File: config.mk
export PLATFORM = sky130hd
export DESIGN_NAME = step_pulse_sample_generator
export DESIGN_NICKNAME = d
export VERILOG_FILES = /design/src/hdl/spsg_pkg.sv /design/src/hdl/spsg_front.sv /design/src/hdl/spsg_queue.sv /design/src/hdl/spsg_div.sv /design/src/hdl/spsg_back.sv /design/src/hdl/step_pulse_sample_generator.sv
export VERILOG_INCLUDE_DIRS = /design/src /design/src/hdl
export SDC_FILE = /design/constraint.sdc
export NUM_CORES = 1
export LEC_CHECK = 0
export ABC_AREA = 1
export BUFFER_PORTS_ARGS = -buffer_cell sky130_fd_sc_hd__buf_2
export CELL_PAD_IN_SITES_DETAIL_PLACEMENT = 1
export CELL_PAD_IN_SITES_GLOBAL_PLACEMENT = 1
export CORE_MARGIN = 2
export CORE_UTILIZATION = 43
export CTS_CLUSTER_DIAMETER = 150
export CTS_CLUSTER_SIZE = 8
export DETAILED_ROUTE_END_ITERATION = 6
export HOLD_SLACK_MARGIN = 0.15
export PLACE_DENSITY = 0.83
export SLEW_MARGIN = 20
export SYNTH_ARGS = -nofsm -noshare
export SYNTH_HDL_FRONTEND = slang
export SYNTH_SLANG_ARGS = --single-unit
File: constraint.sdc
create_clock -name clk_i -period 3.18 [get_ports clk_i]
set_clock_uncertainty 0.1 [all_clocks]
set_input_delay 0.159 -clock clk_i [delete_from_list [all_inputs] [get_ports clk_i]]
set_output_delay 0.159 -clock clk_i [all_outputs]
set_load 0.02 [all_outputs]
File: src/hdl/step_pulse_sample_generator_assert.svh
// assertion macros shared by the queue, back end and top-level rtl files
// clocked on clk_i, the plain form is disabled while rst_ni is low
`ifndef STEP_PULSE_SAMPLE_GENERATOR_ASSERT_SVH
`define STEP_PULSE_SAMPLE_GENERATOR_ASSERT_SVH

`ifndef SYNTHESIS
`define SPSG_ASSERT(lbl, prop, msg) \
  lbl: assert property (@(posedge clk_i) disable iff (!rst_ni) prop) else $error(msg);
`define SPSG_ASSERT_ALWAYS(lbl, prop, msg) \
  lbl: assert property (@(posedge clk_i) prop) else $error(msg);
`else
`define SPSG_ASSERT(lbl, prop, msg)
`define SPSG_ASSERT_ALWAYS(lbl, prop, msg)
`endif

`endif

File: src/hdl/spsg_pkg.sv
package spsg_pkg;

  // request codes on the input channel
  localparam logic [2:0] REQ_PORT_BIT   = 3'd0;
  localparam logic [2:0] REQ_START_STEP = 3'd1;
  localparam logic [2:0] REQ_STEP_BIT   = 3'd2;
  localparam logic [2:0] REQ_PERIOD     = 3'd3;
  localparam logic [2:0] REQ_FRAME      = 3'd4;

  // configuration register indexes
  localparam logic CFG_PULSE_FRAMES = 1'b0;
  localparam logic CFG_TICK_DIVISOR = 1'b1;

  localparam logic [9:0]  RESET_PULSE_FRAMES  = 10'd2;
  localparam logic [15:0] RESET_TICK_DIVISOR  = 16'd1;
  localparam logic [31:0] RESET_PERIOD_FRAMES = 32'd40;

  typedef enum logic [2:0] {
    OP_PORT_BIT,
    OP_START_STEP,
    OP_STEP_BIT,
    OP_PERIOD,
    OP_FRAME
  } op_e;

  // classified request as it travels through the queue
  typedef struct packed {
    op_e         op;
    logic [4:0]  pin;
    logic        level;
    logic [31:0] ticks;
  } item_t;

  typedef struct packed {
    logic        start;
    logic [31:0] dividend;
    logic [15:0] divisor;
  } div_req_t;

  typedef struct packed {
    logic        busy;
    logic        done;
    logic [31:0] quotient;
  } div_rsp_t;

  function automatic logic [31:0] write_bit(logic [31:0] word, logic [4:0] pin,
                                            logic level);
    logic [31:0] res;
    res      = word;
    res[pin] = level;
    return res;
  endfunction

endpackage

File: src/hdl/spsg_front.sv
module spsg_front import spsg_pkg::*; (
  input  logic        clk_i,
  input  logic        rst_ni,
  input  logic        in_valid_i,
  output logic        in_stall_o,
  input  logic [2:0]  req_type_i,
  input  logic [4:0]  pin_i,
  input  logic        level_i,
  input  logic [31:0] ticks_i,
  input  logic        full_i,
  output logic        push_o,
  output item_t       item_o
);

  logic  valid_q, valid_d;
  item_t item_q, item_d;
  logic  keep;
  logic  accept;

  // map request codes, drop unused codes and zero periods
  always_comb begin
    keep   = 1'b1;
    item_d = '{op: OP_FRAME, pin: pin_i, level: level_i, ticks: ticks_i};
    unique case (req_type_i)
      REQ_PORT_BIT:   item_d.op = OP_PORT_BIT;
      REQ_START_STEP: item_d.op = OP_START_STEP;
      REQ_STEP_BIT:   item_d.op = OP_STEP_BIT;
      REQ_PERIOD: begin
        item_d.op = OP_PERIOD;
        keep      = (ticks_i != '0);
      end
      REQ_FRAME:      item_d.op = OP_FRAME;
      default:        keep = 1'b0;
    endcase
  end

  assign push_o     = valid_q && !full_i;
  assign in_stall_o = valid_q && full_i;
  assign accept     = in_valid_i && !in_stall_o;
  assign item_o     = item_q;

  always_comb begin
    valid_d = valid_q;
    if (accept) begin
      valid_d = keep;
    end else if (push_o) begin
      valid_d = 1'b0;
    end
  end

  always_ff @(posedge clk_i or negedge rst_ni) begin
    if (!rst_ni) begin
      valid_q <= 1'b0;
    end else begin
      valid_q <= valid_d;
    end
  end

  always_ff @(posedge clk_i) begin
    if (accept) begin
      item_q <= item_d;
    end
  end

endmodule

File: src/hdl/spsg_queue.sv
`include "step_pulse_sample_generator_assert.svh"

module spsg_queue import spsg_pkg::*; #(
  parameter int unsigned Depth = 2
) (
  input  logic  clk_i,
  input  logic  rst_ni,
  input  logic  push_i,
  input  item_t item_i,
  output logic  full_o,
  input  logic  pop_i,
  output logic  empty_o,
  output item_t item_o
);

  localparam int unsigned PtrW = (Depth > 1) ? $clog2(Depth) : 1;
  localparam int unsigned CntW = $clog2(Depth + 1);
  localparam logic [PtrW-1:0] LastPtr = PtrW'(Depth - 1);
  localparam logic [CntW-1:0] FullCnt = CntW'(Depth);

  item_t           mem_q [Depth];
  logic [PtrW-1:0] wr_ptr_q, wr_ptr_d;
  logic [PtrW-1:0] rd_ptr_q, rd_ptr_d;
  logic [CntW-1:0] count_q, count_d;

  assign full_o  = (count_q == FullCnt);
  assign empty_o = (count_q == '0);
  assign item_o  = mem_q[rd_ptr_q];

  always_comb begin
    wr_ptr_d = wr_ptr_q;
    rd_ptr_d = rd_ptr_q;
    count_d  = count_q;
    if (push_i) begin
      wr_ptr_d = (wr_ptr_q == LastPtr) ? '0 : wr_ptr_q + 1'b1;
    end
    if (pop_i) begin
      rd_ptr_d = (rd_ptr_q == LastPtr) ? '0 : rd_ptr_q + 1'b1;
    end
    if (push_i && !pop_i) begin
      count_d = count_q + 1'b1;
    end else if (pop_i && !push_i) begin
      count_d = count_q - 1'b1;
    end
  end

  always_ff @(posedge clk_i or negedge rst_ni) begin
    if (!rst_ni) begin
      wr_ptr_q <= '0;
      rd_ptr_q <= '0;
      count_q  <= '0;
    end else begin
      wr_ptr_q <= wr_ptr_d;
      rd_ptr_q <= rd_ptr_d;
      count_q  <= count_d;
    end
  end

  always_ff @(posedge clk_i) begin
    if (push_i) begin
      mem_q[wr_ptr_q] <= item_i;
    end
  end

  `SPSG_ASSERT(a_count_bound, count_q <= FullCnt, "queue count above depth")
  `SPSG_ASSERT(a_no_pop_empty, pop_i |-> count_q != '0, "pop from empty queue")
  `SPSG_ASSERT(a_no_push_full, push_i |-> count_q != FullCnt, "push into full queue")

endmodule

File: src/hdl/spsg_div.sv
module spsg_div import spsg_pkg::*; (
  input  logic     clk_i,
  input  logic     rst_ni,
  input  div_req_t req_i,
  output div_rsp_t rsp_o
);

  // restoring divider, one quotient bit per cycle
  logic        busy_q, busy_d;
  logic        done_q, done_d;
  logic [4:0]  cnt_q, cnt_d;
  logic [15:0] rem_q, rem_d;
  logic [31:0] quo_q, quo_d;
  logic [15:0] dvs_q, dvs_d;
  logic [16:0] trial;
  logic        fits;

  assign trial = {rem_q, quo_q[31]};
  assign fits  = (trial >= {1'b0, dvs_q});

  always_comb begin
    busy_d = busy_q;
    done_d = 1'b0;
    cnt_d  = cnt_q;
    rem_d  = rem_q;
    quo_d  = quo_q;
    dvs_d  = dvs_q;
    if (req_i.start) begin
      busy_d = 1'b1;
      cnt_d  = '0;
      rem_d  = '0;
      quo_d  = req_i.dividend;
      dvs_d  = req_i.divisor;
    end else if (busy_q) begin
      rem_d = fits ? 16'(trial - {1'b0, dvs_q}) : trial[15:0];
      quo_d = {quo_q[30:0], fits};
      cnt_d = cnt_q + 1'b1;
      if (cnt_q == 5'd31) begin
        busy_d = 1'b0;
        done_d = 1'b1;
      end
    end
  end

  always_ff @(posedge clk_i or negedge rst_ni) begin
    if (!rst_ni) begin
      busy_q <= 1'b0;
      done_q <= 1'b0;
      cnt_q  <= '0;
    end else begin
      busy_q <= busy_d;
      done_q <= done_d;
      cnt_q  <= cnt_d;
    end
  end

  always_ff @(posedge clk_i) begin
    rem_q <= rem_d;
    quo_q <= quo_d;
    dvs_q <= dvs_d;
  end

  assign rsp_o = '{busy: busy_q, done: done_q, quotient: quo_q};

endmodule

File: src/hdl/spsg_back.sv
`include "step_pulse_sample_generator_assert.svh"

module spsg_back import spsg_pkg::*; (
  input  logic        clk_i,
  input  logic        rst_ni,
  input  logic [9:0]  pulse_frames_i,
  input  logic [15:0] tick_divisor_i,
  input  logic        empty_i,
  input  item_t       item_i,
  output logic        pop_o,
  output logic        out_valid_o,
  input  logic        out_stall_i,
  output logic [31:0] sample_o,
  output logic        segment_request_o
);

  localparam logic ST_RUN = 1'b0;
  localparam logic ST_DIV = 1'b1;

  logic        st_q, st_d;
  logic [31:0] port_word_q, port_word_d;
  logic [31:0] staged_word_q, staged_word_d;
  logic        staged_valid_q, staged_valid_d;
  logic [31:0] active_word_q, active_word_d;
  logic [9:0]  pulse_left_q, pulse_left_d;
  logic [31:0] delay_left_q, delay_left_d;
  logic [31:0] period_q, period_d;
  logic        out_valid_q, out_valid_d;
  logic [31:0] sample_q, sample_d;
  logic        seg_q, seg_d;

  div_req_t div_req;
  div_rsp_t div_rsp;

  logic        load;
  logic [31:0] next_word;
  logic        pulse_on;
  logic [31:0] pulse_ext;
  logic [31:0] delay_sat;
  logic [31:0] delay_plain;

  spsg_div u_div (
    .clk_i  (clk_i),
    .rst_ni (rst_ni),
    .req_i  (div_req),
    .rsp_o  (div_rsp)
  );

  assign pop_o = (st_q == ST_RUN) && !empty_i && (!out_valid_q || !out_stall_i);

  // segment load terms, both delay variants built in parallel
  assign load        = (pulse_left_q == '0) && (delay_left_q == '0);
  assign next_word   = staged_valid_q ? staged_word_q : port_word_q;
  assign pulse_on    = (next_word != port_word_q) && (pulse_frames_i != '0);
  assign pulse_ext   = {22'b0, pulse_frames_i};
  assign delay_sat   = (period_q > pulse_ext) ? period_q - pulse_ext : '0;
  assign delay_plain = (period_q != '0) ? period_q - 32'd1 : '0;

  always_comb begin
    st_d           = st_q;
    port_word_d    = port_word_q;
    staged_word_d  = staged_word_q;
    staged_valid_d = staged_valid_q;
    active_word_d  = active_word_q;
    pulse_left_d   = pulse_left_q;
    delay_left_d   = delay_left_q;
    period_d       = period_q;
    out_valid_d    = out_valid_q && out_stall_i;
    sample_d       = sample_q;
    seg_d          = seg_q;
    div_req        = '{start: 1'b0, dividend: item_i.ticks,
                       divisor: (tick_divisor_i == '0) ? 16'd1 : tick_divisor_i};

    if (st_q == ST_DIV && div_rsp.done) begin
      period_d = div_rsp.quotient;
      st_d     = ST_RUN;
    end

    if (pop_o) begin
      unique case (item_i.op)
        OP_PORT_BIT: port_word_d = write_bit(port_word_q, item_i.pin, item_i.level);
        OP_START_STEP: begin
          staged_word_d  = port_word_q;
          staged_valid_d = 1'b1;
        end
        OP_STEP_BIT: begin
          staged_word_d  = write_bit(next_word, item_i.pin, item_i.level);
          staged_valid_d = 1'b1;
        end
        OP_PERIOD: begin
          div_req.start = 1'b1;
          st_d          = ST_DIV;
        end
        OP_FRAME: begin
          out_valid_d = 1'b1;
          seg_d       = load;
          if (load) begin
            staged_valid_d = 1'b0;
            active_word_d  = next_word;
            if (pulse_on) begin
              sample_d     = next_word;
              pulse_left_d = pulse_frames_i - 10'd1;
              delay_left_d = delay_sat;
            end else begin
              sample_d     = port_word_q;
              pulse_left_d = '0;
              delay_left_d = delay_plain;
            end
          end else if (pulse_left_q != '0) begin
            sample_d     = active_word_q;
            pulse_left_d = pulse_left_q - 10'd1;
          end else begin
            sample_d     = port_word_q;
            delay_left_d = delay_left_q - 32'd1;
          end
        end
        default: ;
      endcase
    end
  end

  always_ff @(posedge clk_i or negedge rst_ni) begin
    if (!rst_ni) begin
      st_q           <= ST_RUN;
      port_word_q    <= '0;
      staged_word_q  <= '0;
      staged_valid_q <= 1'b0;
      active_word_q  <= '0;
      pulse_left_q   <= '0;
      delay_left_q   <= '0;
      period_q       <= RESET_PERIOD_FRAMES;
      out_valid_q    <= 1'b0;
    end else begin
      st_q           <= st_d;
      port_word_q    <= port_word_d;
      staged_word_q  <= staged_word_d;
      staged_valid_q <= staged_valid_d;
      active_word_q  <= active_word_d;
      pulse_left_q   <= pulse_left_d;
      delay_left_q   <= delay_left_d;
      period_q       <= period_d;
      out_valid_q    <= out_valid_d;
    end
  end

  always_ff @(posedge clk_i) begin
    sample_q <= sample_d;
    seg_q    <= seg_d;
  end

  assign out_valid_o       = out_valid_q;
  assign sample_o          = sample_q;
  assign segment_request_o = seg_q;

  `SPSG_ASSERT(a_frame_out, pop_o && item_i.op == OP_FRAME |=> out_valid_q,
               "frame transfer gave no result")
  `SPSG_ASSERT(a_div_running, st_q == ST_DIV |-> div_rsp.busy || div_rsp.done,
               "waiting on an idle divider")
  `SPSG_ASSERT(a_div_start, div_req.start |-> !div_rsp.busy,
               "divider restarted while busy")

endmodule

File: src/hdl/step_pulse_sample_generator.sv
// channel   | handshake                 | payload
// ----------+---------------------------+------------------------------------------
// in        | in_valid_i / in_stall_o   | req_type_i, pin_i, level_i, ticks_i
// out       | out_valid_o / out_stall_i | sample_o, segment_request_o
// cfg       | cfg_we_i                  | cfg_index_i, cfg_data_i
//
// a transfer passes the front register and the request queue, then the back end
// takes it; a frame tick result is in the output register the cycle after the
// back end takes it
// a period request holds the back end until the 32-step restoring divider is
// done; the front and the queue keep taking transfers until the queue is full
// reset clears port, staged and pulse state, period 40, pulse length 2, divisor 1
// a stalled result holds the back end, the queue then fills and stalls the input

`include "step_pulse_sample_generator_assert.svh"

module step_pulse_sample_generator import spsg_pkg::*; #(
  parameter int unsigned QueueDepth = 2
) (
  input  logic        clk_i,
  input  logic        rst_ni,
  // request channel
  input  logic        in_valid_i,
  output logic        in_stall_o,
  input  logic [2:0]  req_type_i,
  input  logic [4:0]  pin_i,
  input  logic        level_i,
  input  logic [31:0] ticks_i,
  // sample channel
  output logic        out_valid_o,
  input  logic        out_stall_i,
  output logic [31:0] sample_o,
  output logic        segment_request_o,
  // register writes
  input  logic        cfg_we_i,
  input  logic        cfg_index_i,
  input  logic [15:0] cfg_data_i
);

  logic [9:0]  pulse_frames_q;
  logic [15:0] tick_divisor_q;

  // front to queue
  logic  push;
  logic  full;
  item_t front_item;

  // queue to back end
  logic  pop;
  logic  empty;
  item_t queue_item;

  // configuration registers; the user must write them only while the block is idle, the block does not enforce it
  always_ff @(posedge clk_i or negedge rst_ni) begin
    if (!rst_ni) begin
      pulse_frames_q <= RESET_PULSE_FRAMES;
      tick_divisor_q <= RESET_TICK_DIVISOR;
    end else if (cfg_we_i) begin
      unique case (cfg_index_i)
        CFG_PULSE_FRAMES: pulse_frames_q <= cfg_data_i[9:0];
        CFG_TICK_DIVISOR: tick_divisor_q <= cfg_data_i;
        default: ;
      endcase
    end
  end

  // classifies requests, drops unused codes and zero periods
  spsg_front u_front (
    .clk_i      (clk_i),
    .rst_ni     (rst_ni),
    .in_valid_i (in_valid_i),
    .in_stall_o (in_stall_o),
    .req_type_i (req_type_i),
    .pin_i      (pin_i),
    .level_i    (level_i),
    .ticks_i    (ticks_i),
    .full_i     (full),
    .push_o     (push),
    .item_o     (front_item)
  );

  // decouples the front from the back end
  spsg_queue #(
    .Depth (QueueDepth)
  ) u_queue (
    .clk_i   (clk_i),
    .rst_ni  (rst_ni),
    .push_i  (push),
    .item_i  (front_item),
    .full_o  (full),
    .pop_i   (pop),
    .empty_o (empty),
    .item_o  (queue_item)
  );

  // port and step words, pulse and delay counters, period divider, output register
  spsg_back u_back (
    .clk_i             (clk_i),
    .rst_ni            (rst_ni),
    .pulse_frames_i    (pulse_frames_q),
    .tick_divisor_i    (tick_divisor_q),
    .empty_i           (empty),
    .item_i            (queue_item),
    .pop_o             (pop),
    .out_valid_o       (out_valid_o),
    .out_stall_i       (out_stall_i),
    .sample_o          (sample_o),
    .segment_request_o (segment_request_o)
  );

  `SPSG_ASSERT(a_push_when_room, push |-> !full, "front pushed into a full queue")
  `SPSG_ASSERT(a_stall_needs_full, in_stall_o |-> full, "input stalled with queue room")
  `SPSG_ASSERT_ALWAYS(a_reset_idle, !rst_ni |=> !out_valid_o, "result during reset")

endmodule
==> reports/metrics.cfg <==
[outcome]
status = finished, final reports clean

[worst_setup_path]
crit_required_ps = 3610
crit_arrival_ps = 3360
worst-setup-path-type = flop to flop
worst_path_dominant_cell_family = simple AND/OR/NAND/NOR gates
regToRegEndpoint = u_back.active_word_q[2]
reg2reg_depth = 12
start_kind = flop
r2r_setup_slack_ps = 240
slowest_stage = dfrtp_1
critPathBufInv = 5
end_kind = flop
path_cells = inv_2 -> or2_1 -> o21ai_2 -> inv_2 -> nor2_2 -> nand3_1 -> nor2_2 -> inv_2 -> nor2_8 -> buf_12 -> mux2i_1 -> inv_1
cp_max_fo = 54
slowest_delay_ps = 580
crit_path_frequent_cell = inv_2
crit-reg2reg-launch = u_queue.rd_ptr_q

[synth]
seq_area_frac_synth_pct = 50.46
ys_types = 50
avgSynthCellArea_um2 = 8.226
synthesis.area_um2 = 23250
synth_nets = 2925
ys_dominant_reg_cell = dfrtp_1
ys_ff_latch = 431
synth_async_sr_flop_share_pct = 48.96
synth_edf_count = 204
yosys_warnings = 0
synthCells = 2826

[place]
port_buffers = 97
placed_cells = 3550
placed_cell_area_um2 = 24660
place_ws_ps = 171.6
routabilityCongestion = 0.9093
dpl.hpwl_mm = 52.57

[global_routing]
grt-ovfl-total = 0
grt_start_max_net_pins = 86
grt_pass1_vias = 22810
grt_antenna_before_repair = 2
track_usage_pct = 28.27
grt_pass1_wl_mm = 125.5

[cts]
cts.clk_slew.worst_paths_ps = 60
cts_buffers = 59
htreeDepth = 2
clk_path_buf_depth = 3
cts_tree = built
worstSkewPairLatency_ps = 650
cts.sinks = 431
cts-root-buf = clkbuf_16

[drt]
post_drt_via_cell_ratio = 5.583
vias = 20910
wl_mm = 78.52
drt_iter0_drc = 1338
ant_nets = 0
first_pass_iters = 5
wl_per_cell_um = 20.97
drc = 0

[pwr]
power.leakage_nw = 12.02
irDropWorstVdd_uv = 532.9
power_switching_mw = 8.841
pwr-share-comb_pct = 34.3
p_int_mw = 13.36
p_seq_share_pct = 38.7
finalPower_mw = 22.20
power.density_nw_per_um2 = 813.5
clockPowerShare_pct = 27.0
swShare_pct = 39.82

[sta]
rsz0062_at_grt = true
maxSlewViolCount = 0
hold_viol = 0
setup_slack_ps = 243.2
min_period_ps = 2937
post-route-period-util_pct = 92.35
tightestPinTransition_ps = 931.5
max_freq_ghz = 0.3405
setup_viol = 0
slew_headroom_pct = 37.68

[layout]
regMostFlops = u_queue.mem_q
largest_reg_flops = 82
final_common_cell = nand2_1
final_cell_mix = nand2_1 (691), nor2_1 (353), inv_1 (282)
layout-drive-gt1-share_pct = 9.380
nets = 3106
fin_area_um2 = 27290
instances_no_fill = 3745
n_antenna_cell = 0
area_growth_pct = 17.40

[floorplanning]
start_util_pct = 43.37
die_h_um = 236.5
core_um2 = 53600
rows = 85
fp.dieW_um = 236.5
ioPinCount = 98
die-area_um2 = 55940

[hold_path]
min_from = cfg_index_i
min_path_cells = 4
min_path_type = input pin to flop
holdPathEnd = pulse_frames_q[3]

[job]
drv_cap = 0

[power groups by stage]
stage / Sequential, mW / Clock [mW] / Combinational [mW]
4_1_cts: 8.54 / 6.04 / 7.56
3_5_place_dp: 8.61 / 0 / 7.38
6_report: 8.59 / 6.00 / 7.61
3_3_place_gp: 8.49 / 0 / 6.94
2_1_floorplan: 8.23 / 0 / 5.07
5_1_grt: 8.73 / 6.29 / 8.53
[what timing repair did]
item | CTS | global route
setup endpoints to repair | 0 | 24
hold buffers | 88 | 0
resized for setup | 0 | 7
hold endpoints to repair | 263 | 0
setup buffers | 0 | 3
[kinds of logic (layout without fill, tap and decap cells)]
logic type / after synthesis / count (layout) / share of synthesized area, %
buffers and inverters: 427 / 649 / 7.298
xor gates and xnor gates: 85 / 85 / 3.202
AOI/OAI and AO/OA: 474 / 474 / 11.79
muxes: 20 / 20 / 0.9096
DFF: 431 / 431 / 50.46
and+or+nand+nor: 1353 / 1354 / 24.33
adders and majority gates: 36 / 36 / 2.002
[area by class of cell]
class,count,area [µm²]
flip-flops and latches,431,11730
fillers,6481,26310
multi-input cells,1969,9894
clock buffers,100,1630
clock inverters,3,58.81
inverters,300,1130
well taps,696,870.8
repair buffers,246,1976
[tightest hold or removal path: stages]
cell and delay, ps:
buf_2 110, inv_1 40, nand2_1 390, o21ai_0 130
[cell usage after synthesis, drive strengths merged (47+ instances only)]
cell	n	share of area [%]
a31oi	88	2.4
buf	47	1.2
edfxtp	204	26
nor2	365	6.0
nand3	182	3.9
o21ai	157	3.4
clkbuf	80	1.3
nand2	697	11
inv	298	4.8
dfrtp	207	22
xor2	66	2.5
a21oi	132	2.8
[metal layers]
| layer | global-route usage (%) | vias up | share of wire, % |
|---|---|---|---|
| met3 | 3.404 | 183 | 3.9 |
| li1 | - | 9785 | - |
| met1 | 34.19 | 10450 | 41 |
| met5 | 0 | - | 0.028 |
| met4 | 11.57 | 4 | 3.9 |
| met2 | 51.01 | 490 | 51 |
[how the worst max path moves through the flow]
stage | cells after the start | startpoint | slack, ps | to
floorplan | 4 | u_queue.count_q[0] | 160 | u_queue.mem_q[1][0]
global placement | 15 | pulse_frames_q[0] | 270 | u_back.delay_left_q[9]
detailed placement | 16 | u_back.period_q[0] | 170 | u_back.delay_left_q[4]
CTS | 16 | u_back.period_q[0] | 140 | u_back.delay_left_q[9]
global route | 14 | pulse_frames_q[9] | -30 | u_back.delay_left_q[1]
finish | 12 | u_queue.rd_ptr_q | 240 | u_back.active_word_q[2]
[metrics by stage]
stage	setup TNS, ps	hold WS, ps	util, %
2_1_floorplan	0	-236.6	-
3_3_place_gp	0	111.1	46.02
3_5_place_dp	0	125.8	46.02
4_1_cts	0	150.3	50.81
5_1_grt	-49.98	172.1	50.92
6_report	0	180.9	50.92
Power figures use the tool's default switching activity.
